File: src/rtl/core/cpru_pkg.sv
`default_nettype none

package cpru_pkg;

    // size limits of the datapath
    localparam int MAX_WIDTH  = 2048;
    localparam int MAX_HEIGHT = 2048;
    localparam int MAX_FACTOR = 8;

    // register field widths as seen on the configuration port
    localparam int CFG_DIM_W  = 12;
    localparam int CFG_POS_W  = 11;
    localparam int CFG_F_W    = 4;
    localparam int CFG_DATA_W = 12;
    localparam int CFG_IDX_W  = 3;

    // internal widths
    localparam int COL_W  = $clog2(MAX_WIDTH);
    localparam int ROW_W  = $clog2(MAX_HEIGHT);
    localparam int XDIM_W = COL_W + 1;
    localparam int YDIM_W = ROW_W + 1;
    localparam int RROW_W = $clog2(MAX_FACTOR);
    localparam int FCNT_W = $clog2(MAX_FACTOR + 1);
    localparam int PIX_W  = 24;

    // register indexes
    typedef enum logic [CFG_IDX_W-1:0] {
        REG_IMAGE_WIDTH  = 3'd0,
        REG_IMAGE_HEIGHT = 3'd1,
        REG_WIN_X        = 3'd2,
        REG_WIN_Y        = 3'd3,
        REG_WIN_WIDTH    = 3'd4,
        REG_WIN_HEIGHT   = 3'd5,
        REG_SCALE_FACTOR = 3'd6
    } cfg_idx_t;

    // effective (clamped) configuration
    typedef struct packed {
        logic [XDIM_W-1:0] iw;
        logic [YDIM_W-1:0] ih;
        logic [XDIM_W-1:0] win_x;
        logic [YDIM_W-1:0] win_y;
        logic [XDIM_W-1:0] ww;
        logic [YDIM_W-1:0] wh;
        logic [FCNT_W-1:0] f;
    } cfg_t;

    // one request for the replicator: a pixel repeated cnt times
    typedef struct packed {
        logic              use_ram;
        logic [PIX_W-1:0]  pix;
        logic [FCNT_W-1:0] cnt;
        logic              re;
        logic              fe;
        logic              ov;
    } desc_t;

endpackage

`default_nettype wire

File: src/rtl/core/cpru_regs.sv
`default_nettype none

module cpru_regs (
    input  wire logic                               clk,
    input  wire logic                               rst_n,
    input  wire logic                               cfg_valid,
    output logic                                    cfg_ready,
    input  wire logic [cpru_pkg::CFG_IDX_W-1:0]     cfg_index,
    input  wire logic [cpru_pkg::CFG_DATA_W-1:0]    cfg_data,
    output cpru_pkg::cfg_t                          cfg
);

    localparam int XW = cpru_pkg::XDIM_W;
    localparam int YW = cpru_pkg::YDIM_W;
    localparam int FW = cpru_pkg::FCNT_W;

    logic [cpru_pkg::CFG_DIM_W-1:0] image_width_reg;
    logic [cpru_pkg::CFG_DIM_W-1:0] image_height_reg;
    logic [cpru_pkg::CFG_POS_W-1:0] win_x_reg;
    logic [cpru_pkg::CFG_POS_W-1:0] win_y_reg;
    logic [cpru_pkg::CFG_DIM_W-1:0] win_width_reg;
    logic [cpru_pkg::CFG_DIM_W-1:0] win_height_reg;
    logic [cpru_pkg::CFG_F_W-1:0]   scale_factor_reg;

    assign cfg_ready = 1'b1;

    // register file writes
    always_ff @(posedge clk or negedge rst_n)
    begin
        if (!rst_n)
        begin
            image_width_reg  <= 12'd2048;
            image_height_reg <= 12'd2048;
            win_x_reg        <= '0;
            win_y_reg        <= '0;
            win_width_reg    <= 12'd2048;
            win_height_reg   <= 12'd2048;
            scale_factor_reg <= 4'd1;
        end
        else if (cfg_valid && cfg_ready)
        begin
            unique case (cpru_pkg::cfg_idx_t'(cfg_index))
                cpru_pkg::REG_IMAGE_WIDTH:
                    image_width_reg <= cfg_data[cpru_pkg::CFG_DIM_W-1:0];
                cpru_pkg::REG_IMAGE_HEIGHT:
                    image_height_reg <= cfg_data[cpru_pkg::CFG_DIM_W-1:0];
                cpru_pkg::REG_WIN_X:
                    win_x_reg <= cfg_data[cpru_pkg::CFG_POS_W-1:0];
                cpru_pkg::REG_WIN_Y:
                    win_y_reg <= cfg_data[cpru_pkg::CFG_POS_W-1:0];
                cpru_pkg::REG_WIN_WIDTH:
                    win_width_reg <= cfg_data[cpru_pkg::CFG_DIM_W-1:0];
                cpru_pkg::REG_WIN_HEIGHT:
                    win_height_reg <= cfg_data[cpru_pkg::CFG_DIM_W-1:0];
                cpru_pkg::REG_SCALE_FACTOR:
                    scale_factor_reg <= cfg_data[cpru_pkg::CFG_F_W-1:0];
                default:
                begin
                end
            endcase
        end
    end

    // clamp sizes to the buffer limits; a window origin past the limit never matches
    always_comb
    begin
        cfg.iw = (32'(image_width_reg) > cpru_pkg::MAX_WIDTH) ?
                 XW'(cpru_pkg::MAX_WIDTH) : XW'(image_width_reg);
        cfg.ih = (32'(image_height_reg) > cpru_pkg::MAX_HEIGHT) ?
                 YW'(cpru_pkg::MAX_HEIGHT) : YW'(image_height_reg);
        cfg.ww = (32'(win_width_reg) > cpru_pkg::MAX_WIDTH) ?
                 XW'(cpru_pkg::MAX_WIDTH) : XW'(win_width_reg);
        cfg.wh = (32'(win_height_reg) > cpru_pkg::MAX_HEIGHT) ?
                 YW'(cpru_pkg::MAX_HEIGHT) : YW'(win_height_reg);
        cfg.win_x = (32'(win_x_reg) > cpru_pkg::MAX_WIDTH) ?
                    XW'(cpru_pkg::MAX_WIDTH) : XW'(win_x_reg);
        cfg.win_y = (32'(win_y_reg) > cpru_pkg::MAX_HEIGHT) ?
                    YW'(cpru_pkg::MAX_HEIGHT) : YW'(win_y_reg);
        if (scale_factor_reg == '0)
            cfg.f = FW'(1);
        else if (32'(scale_factor_reg) > cpru_pkg::MAX_FACTOR)
            cfg.f = FW'(cpru_pkg::MAX_FACTOR);
        else
            cfg.f = FW'(scale_factor_reg);
    end

endmodule

`default_nettype wire

File: config.mk
export PLATFORM = sky130hd
export DESIGN_NAME = cpru_regs
export DESIGN_NICKNAME = d
export VERILOG_FILES = /design/src/rtl/core/cpru_pkg.sv /design/src/rtl/core/cpru_regs.sv
export SDC_FILE = /design/constraint.sdc
export NUM_CORES = 1
export LEC_CHECK = 0
export BUFFER_PORTS_ARGS = -buffer_cell sky130_fd_sc_hd__buf_4
export CELL_PAD_IN_SITES_DETAIL_PLACEMENT = 2
export CELL_PAD_IN_SITES_GLOBAL_PLACEMENT = 2
export CORE_ASPECT_RATIO = 1.5
export CORE_MARGIN = 2
export CORE_UTILIZATION = 32
export CTS_CLUSTER_DIAMETER = 40
export DETAILED_ROUTE_END_ITERATION = 7
export PLACE_DENSITY = 0.75
export RECOVER_POWER = 25
export SLEW_MARGIN = 20
export SYNTH_ARGS = -nofsm -noshare
export SYNTH_HDL_FRONTEND = slang
export SYNTH_SLANG_ARGS = --single-unit
export TNS_END_PERCENT = 20
File: constraint.sdc
create_clock -name clk -period 1.1 [get_ports clk]
set_clock_uncertainty 0.05 [all_clocks]
set_input_delay 0.22 -clock clk [delete_from_list [all_inputs] [get_ports clk]]
set_output_delay 0.22 -clock clk [all_outputs]
set_load 0.05 [all_outputs]
# After elaboration in Yosys (flattened, before gate mapping)
# Index checks and enable logic that the tools add are counted.
[word_totals] register_bits=74 latch_bits=0 ramBits=0 rom_bits=0 inputBits=18 output_inout_bits=77 wordCells=33 mem_count=0
[classes] addsub=0 mul=0 div=0 n_lt_le_gt_ge=5 n_eq_ne=6 n_shift=0 n_mux=6 n_bitwise=0 n_reduce_logical=9
[op_table] op="$gt A12 B12 Y1 const B" n=4
[op_table] op="$mux W12" n=4
[op_table] op="$reduce_and A2 Y1" n=7
[op_table] op="$eq A3 B3 Y1 const B" n=3
[op_table] op="$mux W4" n=2
[op_table] op="$eq A3 B2 Y1 const B" n=2
[op_table] op="$gt A4 B4 Y1 const B" n=1
[op_table] op="$logic_not A4 Y1" n=1
[op_table] op="$eq A3 B1 Y1 const B" n=1
[op_table] op="$logic_not A3 Y1" n=1

# Depth between registers and ports, before layout
[depth] depth_word=3 mapped_depth=3 depth_no_buf=2

# Least setup slack after synthesis
# Ideal clock, no wire load.
[synth_timing] path_kind="register to output" from="reg scale_factor_reg[0] (netlist name)" to="out cfg[0] (netlist name)" arrival_ns=1.288 required_ns=0.830 path_slack_ns=-0.458 path_stages_with_launch=3 path_buffers=0 path_cell_list="dfstp_2 o21ba_2 nor2_1"
[synth_rtl] element="from (decl)" line_no="cpru_regs.sv:23" rtl="logic [cpru_pkg::CFG_F_W-1:0] scale_factor_reg;"
[synth_rtl] element="from (signal assigned)" line_no="cpru_regs.sv:56" rtl="scale_factor_reg <= cfg_data[cpru_pkg::CFG_F_W-1:0];"
[synth_rtl] element="to (decl)" line_no="cpru_regs.sv:10" rtl="output cpru_pkg::cfg_t cfg"

==> run summary <==
gpl congestion: 0.711
largest family of logic cells by synthesized area: multiplexers
YS warnings: 0
DR vias/cell: 4.55
Post-synth EDFFs: 0
GR Overflow Total: 0
number of fill cells: 968
Crit Path Class: register to output pin
DP HPWL: 6.53 mm
post-synth top area share: 51.3%
number of global-route vias before repair: 2,570
Power Density: 2370 nW/um^2
area of the core: 10,200 sq um
nets@finish: 347
period utilization: 145%
hold slack: 0.114 ns
Placement Setup Slack: -0.282 ns
worst vdd ir: 1040 uV
Clock Root Buffer: clkbuf_16
number of max-cap violations: 0
CTS sink count: 74
layout cells sized above 1: 71.9%
IO Port Bufs: 91
final worst slack: -0.493 ns
Post-synth ARST share: 100%
Reg clk slew, reported paths: 0.06 ns
Arr. time, crit path: 1.32 ns
initial antenna violation count: 0
Crit Path Max Fanout: 6
failing checks: negative setup slack
mux contribution to synthesized area: 29.2%
Synth top cells by count: dfrtp_1 (69), nor2b_1 (46), mux2_4 (40), mux2_2 (24), mux2_1 (10)
WL/cell: 21.0 um
Tmin final: 1.59 ns
worst hold path type: input pin to register
Die Wd: 87.7 um
Iter 0 DRT Violations: 43
Synth Flop Type: dfrtp_1
cell count after synthesis: 223
first-pass GRT wire length: 15.5 mm
Worst EP required: 0.83 ns
RSZ-0062 raised after global routing: yes
overall die height: 130 um
Synth Area in Compound Gates: 0.298%
CTS H-tree lvls: 3
Starting Density: 33.0%
top cells by area, synth: dfrtp_1 (51%), mux2_4 (18%), nor2b_1 (8.6%), mux2_2 (8.0%), dfstp_2 (3.9%)
Fmax achieved: 628 MHz
TritonCTS clock tree: yes
CP Capture Type: output pin
Yosys cell types: 17
Post-Syn Area: 3360 sq um
final max-slew violation count: 0
#FFs+latches synth: 74
final setup vio count: 95
Slew @ Worst Pin: 0.570 ns
final hold vios: 0
Clock Path Buffers: 2
Syn Area/Cell: 15.1 sq um
CTS buffer count: 9
final WL: 9.98 mm
Tot GR Track Use: 18.5%
Seq/Total Area, Yosys: 55.2%
# DRC: 0
Via Count: 2,160
antenna cells: 0
Detailed Routing Iterations Pass 1: 3
Post-Synth Simple-Gate Area: 11.5%
I/O pin total: 95
run status: finished, violations left
count of standard-cell rows: 45
Post-Synth Adder-Cell Area: 0%
clk_lat worst skew: 0.33 ns
most instantiated library cell after synthesis: dfrtp_1
DIE AREA: 11,400 sq um
Pleak: 2.39 nW
Synth area leader: dfrtp_1
largest net degree at the start of global routing: 25
CP startpoint kind: register
Worst slew margin: 62.0%
Post-DRT Antenna Nets: 0
XOR/XNOR share of the synthesized area: 0%
P&R area growth vs syn: 54.1%
==> path summary, 6_finish.rpt <==
path / from / to / slack (ns) / cells past startpoint
max: win_width_reg[11] / cfg[19] / -0.49 / 4
min: cfg_data[11] / image_height_reg[11] / 0.11 / 2
max reg2reg: win_width_reg[11] / win_width_reg[11] / 0.08 / 3
min reg2reg: image_width_reg[6] / image_width_reg[6] / 0.45 / 1
max in group asynchronous: rst_n / win_x_reg[9] / 0.04 / 3
min in group asynchronous: rst_n / win_height_reg[0] / 0.38 / 2
==> per-stage QoR <==
step | instances | total power [mW] | area (sq um) | setup TNS, ns | utilization, %
global placement | 454 | 8.81 | 4520 | -19.95 | 44.3
floorplan | 224 | 7.31 | 3540 | -11.91 | -
CTS | 475 | 12.3 | 5160 | -23.18 | 50.6
detailed placement | 454 | 8.93 | 4520 | -21.35 | 44.3
global route | 475 | 12.8 | 5180 | -28.61 | 50.9
finish | 475 | 12.3 | 5180 | -22.94 | 50.9
==> cell type report <==
| cell class | count | area (sq um) | share of cell area, % |
|---|---|---|---|
| clock inverters | 3 | 15.0 | 0.290 |
| well taps | 141 | 176 | 3.40 |
| repair buffers | 112 | 1300 | 25.0 |
| multi-input cells | 132 | 1590 | 30.6 |
| clock buffers | 13 | 250 | 4.83 |
| flip-flops and latches | 74 | 1860 | 35.9 |
==> what timing repair did <==
item | 4_1_cts | 5_1_grt
resized for setup | 82 | 7
pin swaps | 0 | 0
endpoints found under the setup margin | 74 | 74
gates cloned | 1 | 1
hold endpoints to repair | 17 | 0
hold buffers | 1 | 0
buffers inserted | 3 | 0
==> layout by cell type (no fill, tap or decap) <==
master and count:
buf_8 4, and4bb_4 2, dfrtp_1 68, clkbuf_8 1, mux2_1 10, mux2_4 40, mux2_2 24, clkbuf_2 1
nor2b_1 4, nand4b_1 3, dlygate4sd3_1 1, and4bb_1 1, nor2b_2 27, o21ba_4 1, clkinv_2 3, dfrtp_2 1
nor4b_4 1, clkbuf_1 4, conb_1 3, buf_12 10, nor2b_4 15, buf_4 22, clkbuf_16 10, buf_16 1
dfstp_2 5, nor2_4 1, buf_6 71
==> critical path, cell delays in order, from the launching register on <==
cell and delay [ns]:
dfstp_2 0.57, buf_12 0.11, buf_16 0.13, nor2b_4 0.04
buf_6 0.14
==> per-layer routing <==
| metal | track usage (%) | part of all wire (%) | vias to the layer above |
|---|---|---|---|
| met2 | 35.1 | 59 | 46 |
| met5 | 0 | 0 | - |
| met1 | 21.1 | 37 | 1149 |
| met4 | 4.89 | 0.98 | 0 |
| li1 | - | - | 960 |
| met3 | 2.74 | 2.5 | 5 |
==> power breakdown <==
part,internal [mW],switching [mW],total (mW)
clock network,1.58,1.08,2.66
registers,3.36,0.466,3.83
logic,2.50,3.31,5.81
total,7.44,4.86,12.3
==> cell families after synthesis <==
group	after synthesis
mux	74
flops	74
simple gates	54
buf+inv	18
other cells	2
compound gates	1
Note: power is estimated with default switching activity, not from simulation.
