==> src/rtl/core/cpru_pkg.sv <==
`default_nettype none

package cpru_pkg;

    // size limits of the datapath
    localparam int MAX_WIDTH  = 2048;
    localparam int MAX_HEIGHT = 2048;
    localparam int MAX_FACTOR = 8;

    // register field widths as seen on the configuration port
    localparam int CFG_DIM_W  = 12;
    localparam int CFG_POS_W  = 11;
    localparam int CFG_F_W    = 4;
    localparam int CFG_DATA_W = 12;
    localparam int CFG_IDX_W  = 3;

    // internal widths
    localparam int COL_W  = $clog2(MAX_WIDTH);
    localparam int ROW_W  = $clog2(MAX_HEIGHT);
    localparam int XDIM_W = COL_W + 1;
    localparam int YDIM_W = ROW_W + 1;
    localparam int RROW_W = $clog2(MAX_FACTOR);
    localparam int FCNT_W = $clog2(MAX_FACTOR + 1);
    localparam int PIX_W  = 24;

    // register indexes
    typedef enum logic [CFG_IDX_W-1:0] {
        REG_IMAGE_WIDTH  = 3'd0,
        REG_IMAGE_HEIGHT = 3'd1,
        REG_WIN_X        = 3'd2,
        REG_WIN_Y        = 3'd3,
        REG_WIN_WIDTH    = 3'd4,
        REG_WIN_HEIGHT   = 3'd5,
        REG_SCALE_FACTOR = 3'd6
    } cfg_idx_t;

    // effective (clamped) configuration
    typedef struct packed {
        logic [XDIM_W-1:0] iw;
        logic [YDIM_W-1:0] ih;
        logic [XDIM_W-1:0] win_x;
        logic [YDIM_W-1:0] win_y;
        logic [XDIM_W-1:0] ww;
        logic [YDIM_W-1:0] wh;
        logic [FCNT_W-1:0] f;
    } cfg_t;

    // one request for the replicator: a pixel repeated cnt times
    typedef struct packed {
        logic              use_ram;
        logic [PIX_W-1:0]  pix;
        logic [FCNT_W-1:0] cnt;
        logic              re;
        logic              fe;
        logic              ov;
    } desc_t;

endpackage

`default_nettype wire

==> src/rtl/core/cpru_emit.sv <==
`default_nettype none

module cpru_emit (
    input  wire logic                       clk,
    input  wire logic                       rst_n,
    input  wire logic                       desc_valid,
    input  wire cpru_pkg::desc_t            desc,
    input  wire logic [cpru_pkg::PIX_W-1:0] ram_data,
    output logic                            take,
    output logic                            out_valid,
    input  wire logic                       out_ready,
    output logic [7:0]                      out_blue,
    output logic [7:0]                      out_green,
    output logic [7:0]                      out_red,
    output logic                            row_end,
    output logic                            frame_end,
    output logic                            overrun
);

    localparam int FW = cpru_pkg::FCNT_W;

    logic                       e_valid_reg, e_valid_next;
    logic [FW-1:0]              e_left_reg, e_left_next;
    logic [cpru_pkg::PIX_W-1:0] e_pix_reg;
    logic                       e_re_reg;
    logic                       e_fe_reg;
    logic                       e_ov_reg;
    logic                       e_last;

    assign e_last = e_left_reg == FW'(1);
    assign take   = desc_valid && (!e_valid_reg || (out_ready && e_last));

    // copy counter
    always_comb
    begin
        e_valid_next = e_valid_reg;
        e_left_next  = e_left_reg;
        if (take)
        begin
            e_valid_next = 1'b1;
            e_left_next  = desc.cnt;
        end
        else if (e_valid_reg && out_ready)
        begin
            if (e_last)
                e_valid_next = 1'b0;
            else
                e_left_next = e_left_reg - FW'(1);
        end
    end

    always_ff @(posedge clk or negedge rst_n)
    begin
        if (!rst_n)
        begin
            e_valid_reg <= 1'b0;
            e_left_reg  <= '0;
        end
        else
        begin
            e_valid_reg <= e_valid_next;
            e_left_reg  <= e_left_next;
        end
    end

    // pixel and flags of the request being replicated
    always_ff @(posedge clk)
    begin
        if (take)
        begin
            e_pix_reg <= desc.use_ram ? ram_data : desc.pix;
            e_re_reg  <= desc.re;
            e_fe_reg  <= desc.fe;
            e_ov_reg  <= desc.ov;
        end
    end

    assign out_valid = e_valid_reg;
    assign out_blue  = e_pix_reg[7:0];
    assign out_green = e_pix_reg[15:8];
    assign out_red   = e_pix_reg[23:16];
    assign row_end   = e_re_reg && e_last;
    assign frame_end = e_fe_reg && e_last;
    assign overrun   = e_ov_reg;

    a_left_nonzero: assert property (@(posedge clk) disable iff (!rst_n)
        e_valid_reg |-> e_left_reg != '0)
        else $error("active request with no copies left");

    a_frame_row: assert property (@(posedge clk) disable iff (!rst_n)
        out_valid && frame_end |-> row_end)
        else $error("frame end without row end");

    a_overrun_blank: assert property (@(posedge clk) disable iff (!rst_n)
        out_valid && overrun |-> (out_blue == 8'd0) && (out_green == 8'd0) &&
        (out_red == 8'd0) && !row_end && !frame_end)
        else $error("overrun result not blank");

    a_take_loads: assert property (@(posedge clk) disable iff (!rst_n)
        take |=> e_valid_reg)
        else $error("request taken but not presented");

endmodule

`default_nettype wire

==> config.mk <==
export PLATFORM = sky130hd
export DESIGN_NAME = cpru_emit
export DESIGN_NICKNAME = d
export VERILOG_FILES = /design/src/rtl/core/cpru_pkg.sv /design/src/rtl/core/cpru_emit.sv
export SDC_FILE = /design/constraint.sdc
export NUM_CORES = 1
export LEC_CHECK = 0
export BUFFER_PORTS_ARGS = -buffer_cell sky130_fd_sc_hd__buf_4
export CAP_MARGIN = 10
export CORE_MARGIN = 3
export CORE_UTILIZATION = 35
export DETAILED_ROUTE_END_ITERATION = 10
export PLACE_DENSITY = 0.67
export SETUP_SLACK_MARGIN = 0.5
export SYNTH_ARGS = -nofsm -noshare
export SYNTH_HDL_FRONTEND = slang
export SYNTH_SLANG_ARGS = --single-unit
==> constraint.sdc <==
create_clock -name clk -period 2.7 [get_ports clk]
set_clock_uncertainty 0.05 [all_clocks]
set_input_delay 0.405 -clock clk [delete_from_list [all_inputs] [get_ports clk]]
set_output_delay 0.405 -clock clk [all_outputs]
set_load 0.01 [all_outputs]
# [After elaboration in Yosys (flattened, before gate mapping)]
# Cells that the tools add are included.
[classes] addsub=1 eq_ne=2 mux=7 n_reduce_logical=11
[ops] operator="$mux W24" n=1
[ops] operator="$mux W4" n=3
[ops] operator="$logic_and A1 B1 Y1" n=5
[ops] operator="$eq A4 B1 Y1 const B" n=1
[ops] operator="$reduce_and A2 Y1" n=2
[ops] operator="$reduce_bool A2 Y1" n=2
[ops] operator="$sub A4 B1 Y4 const B" n=1
[ops] operator="$mux W1" n=3
[ops] operator="$ne A2 B2 Y1 const B" n=1
[ops] operator="$logic_not A1 Y1" n=1
[ops] operator="$logic_or A1 B1 Y1" n=1
[totals] register_bits=32 in_bits=60 word_cells=27

# [Depth between registers and ports, before layout]
[depth] word_depth=6 mapped_depth=7 ltp_nobuf=7

# [Worst setup path after synthesis]
# No wires, ideal clock.
[synth_timing] path_kind="flip-flop to flip-flop" startpoint="register e_left_reg[1]" endpoint="register e_left_reg[3]" setup_ns=0.082 t_arrival_ns=1.925 setup_slack_ns=0.643 stages_incl_launch_ff=8 synth_period_minus_slack_ns=2.057 cell_sequence="dfrtp_1 > inv_1 > ha_1 > and4bb_2 > o21ai_2 > inv_1 > o21ai_0 > a22oi_2"
[synth_via] elab_chain_len=6 elab_cells_between_ends=11 cone_classes="add/sub: 1; eq/ne: 2; mux: 3; reduce/logical: 5"
[synth_rtl] element="from (decl)" line_no="cpru_emit.sv:23" source="logic [FW-1:0] e_left_reg, e_left_next;"
[synth_rtl] element="from (signal assigned)" line_no="cpru_emit.sv:62" source="e_left_reg <= e_left_next;"
[synth_rtl] element="$eq A4 B1 Y1 (*)" line_no="cpru_emit.sv:30" source="assign e_last = e_left_reg == FW'(1);"
[synth_rtl] element="$logic_and A1 B1 Y1 (*)" line_no="cpru_emit.sv:31" source="assign take = desc_valid && (!e_valid_reg || (out_ready && e_last));"
[synth_rtl] element="$logic_or A1 B1 Y1 (*)" line_no="cpru_emit.sv:31"
[synth_rtl] element="$logic_and A1 B1 Y1 (*)" line_no="cpru_emit.sv:31"
[synth_rtl] element="net take" line_no="cpru_emit.sv:9" source="output logic take,"
[synth_rtl] element="$ne A2 B2 Y1 (no line) or $reduce_bool A2 Y1 (tied branches)"
[synth_rtl] element="$reduce_and A2 Y1 (no line)"
# Mark *: on every way through the listed nets, which the timed path passes. The rest lies on a longest branch. The select of a mux whose other input is x is not followed.
# A chain may end at the register's enable or synchronous reset.

# [Worst setup path after layout]
[layout_timing] startpoint="register e_left_reg[0]" endpoint="output port take"
[layout_via] elab_chain_len=4
[layout_rtl] element="$eq A4 B1 Y1" line_no="cpru_emit.sv:30"
[layout_rtl] element="$logic_and A1 B1 Y1" line_no="cpru_emit.sv:31"
[layout_rtl] element="$logic_or A1 B1 Y1" line_no="cpru_emit.sv:31"
[layout_rtl] element="$logic_and A1 B1 Y1" line_no="cpru_emit.sv:31"
[layout_rtl] element="to (decl)" line_no="cpru_emit.sv:9"
# No other way between the ends.

==> metrics.yaml <==
status: "finished, final reports clean"
cap_violations: 0
dieArea_mm2: 0.00505
seq_power_share_pct: 48.2
synth_area_leaders: "edfxtp_1, mux2_2, dfrtp_1, o21ai_0, inv_1"
htreeDepth: 2
drt-total-wl_um: 3800
relSlewSlack_pct: 80.0
cpPeakStageDelay_ns: 0.42
drive_gt1_share_pct: 67.4
post_synth_num_cell_types: 25
start_kind: "register"
core.rowCount: 23
nNetsFinal: 254
fin_setup_tns_ns: 0
cts_sinks: 32
comb_power_share_pct: 25.9
grt_pass1_vias: 1314
p_leak_nw: 0.995
p_clk_share_pct: 25.9
finalHoldViolCount: 0
critPathBufInv: 2
post-route-drc-count: 0
clock-root-buffer: "clkbuf_8"
setup_violations: 0
drtAntennaViolNets: 0
crit_chain: "ha_1, and4bb_2, o21ai_4, clkinvlp_4, buf_4"
hp-class: "in -> reg"
cp_slowest_cell: "dfrtp_1"
num_vias: 1165
synth-xor-area-share_pct: 0
required_ns: 2.25
syn_area_mm2: 0.00148
pin_count: 89
arrival_ns: 1.71
period_share_pct: 80.1
synth_ff_type: "edfxtp_1"
switching_share_pct: 27.0
critPathMaxFanout: 5
cts_made_buffers: 5
cp-end-kind: "primary output"
async_reset_ff_share_pct: 15.6
rsz0062_at_grt: "true"
io_buffers: 88
core_mm2: 0.00403
grtUsageTotal_pct: 15.6
yosysTopAreaCellShare_pct: 54.8
yosys_warnings: 0
avgSynthCellArea_um2: 15.4
p_sw_mw: 0.359
synth_cells: 96
post-synth-top-area-cell: "edfxtp_1"
ys_ff_latch: 32
finalCriticalPeriod_ns: 2.16
synth_top_family_by_area: "multiplexers"
synthesis.nets: 158
fmax_ghz: 0.462
synth_compound_area_share_pct: 8.03
total_power_mw: 1.33
clkLatencyLatePin_ns: 0.27
drv_slew: 0
ir_drop_mv: 0.397
wire_per_inst_um: 15.6
path_delay_family: "flip-flops"
yosysSeqAreaShare_pct: 63.2
chipHeight_um: 71.0
synth-simple-area-share_pct: 5.41
largest_reg_flops: 24
post_synth_mux_area_share_pct: 18.9
pwr_density_cell_mw_per_mm2: 574
grt_max_degree: 25
tightest_slew_ns: 0.299
syn_to_final_growth_pct: 56.7
grt_overflow_total: 0
antenna_found_initial: 0
drtPass1Iterations: 4
n_antenna_cell: 0
clockBufferDepth: 2
synthAdderAreaFrac_pct: 1.69
p_int_mw: 0.972
dp_hpwl_um: 2910
post_drt_via_cell_ratio: 4.79
grt_pass1_wl_um: 5980
synth_edf_count: 27
die_w_um: 71.0
globalplace.congestion: 0.882
drt_iter0_markers: 70
clk_pin_slew_ns: 0.06
start_util_pct: 36.7
crit_type: "reg -> out"
tritoncts: "yes"
layout make-up:
type	count	area, µm²
clock inverters	1	5.00
inverters	7	30.0
well taps	50	62.6
clock buffers	7	76.3
multi-input cells	54	517
fillers	348	1710
repair buffers	92	693
flip-flops and latches	32	936
worst reg2reg max path, stage by stage (launching register included):
cell and delay, ns:
dfrtp_1 0.42, ha_1 0.23, and4bb_2 0.26, o21ai_4 0.20
clkinvlp_4 0.16, buf_4 0.20, buf_4 0.21, nand2_1 0.10
o211ai_2 0.08
synthesized netlist by cell type, types with 2 or more instances:
cell / count
ha_1: 2
dfrtp_1: 5
nand2_1: 2
o211ai_1: 2
a21oi_1: 2
a22oi_2: 2
o21ai_0: 6
mux2_2: 24
buf_2: 2
and2_1: 2
inv_1: 7
edfxtp_1: 27
placed cells by master (no fill, tap or decap):
master	count
a21boi_0	1
a21oi_1	2
a22oi_2	2
and2_1	2
and4bb_2	1
buf_4	91
clkbuf_1	2
clkbuf_8	5
clkinv_2	1
clkinvlp_4	1
dfrtp_1	5
dlygate4sd3_1	1
edfxtp_1	27
ha_1	2
inv_1	6
mux2_2	24
mux2i_1	1
nand2_1	2
nand2b_1	1
nand3b_1	1
nor3_1	1
nor3b_2	1
o211a_2	1
o211ai_1	2
o211ai_2	1
o21ai_0	6
o21ai_4	1
or2b_1	1
or4b_4	1
kinds of logic after synthesis:
kind of cell / after synthesis
DFF: 32
muxes: 25
AOI/OAI and AO/OA: 16
and+or+nand+nor: 11
buffers and inverters: 10
adders and majority gates: 2
what timing repair did:
action                                 in CTS  in global routing
hold buffers                                1                  0
setup endpoints to repair                   1                  3
gates resized for setup                     1                  2
buffers inserted                            1                  0
endpoints found under the hold margin       5                  0
power groups by stage:
stage                     Clock [mW]  Combinational [mW]  Sequential, mW
after floorplan                    0               0.185           0.648
after global placement             0               0.323           0.643
after detailed placement           0               0.334           0.648
after CTS                      0.353               0.345           0.638
after global routing           0.377               0.382           0.647
final                          0.344               0.345           0.641
metrics by stage:
step	utilization [%]	hold WS (ns)	cell area (µm²)	std cells	setup slack, ns
2_1_floorplan	-	0.0594	1480	96	0.643
3_3_place_gp	54.7	0.161	2200	233	0.776
3_5_place_dp	54.7	0.163	2200	233	0.710
4_1_cts	57.3	0.254	2310	243	0.511
5_1_grt	57.6	0.243	2320	243	0.458
6_report	57.6	0.260	2320	243	0.536
routing by layer:
| layer | up-vias | share of wire, % | track usage [%] |
|---|---|---|---|
| li1 | 553 | - | - |
| met1 | 534 | 35 | 16.2 |
| met2 | 67 | 51 | 26.3 |
| met3 | 11 | 12 | 8.52 |
| met4 | 0 | 2.2 | 6.26 |
| met5 | - | 0 | 0 |
worst paths after layout:
path | startpoint | endpoint | slack [ns] | cells after the start
hold / removal | desc[0] | overrun | 0.26 | 1
max in group asynchronous | rst_n | e_left_reg[3] | 2.07 | 2
setup reg to reg | e_left_reg[0] | e_left_reg[1] | 0.68 | 8
min in group asynchronous | rst_n | out_valid | 0.42 | 2
hold reg to reg | e_left_reg[1] | e_left_reg[1] | 0.56 | 2
setup / recovery | e_left_reg[0] | take | 0.54 | 5
No activity file was read; power rests on OpenSTA's default activity.
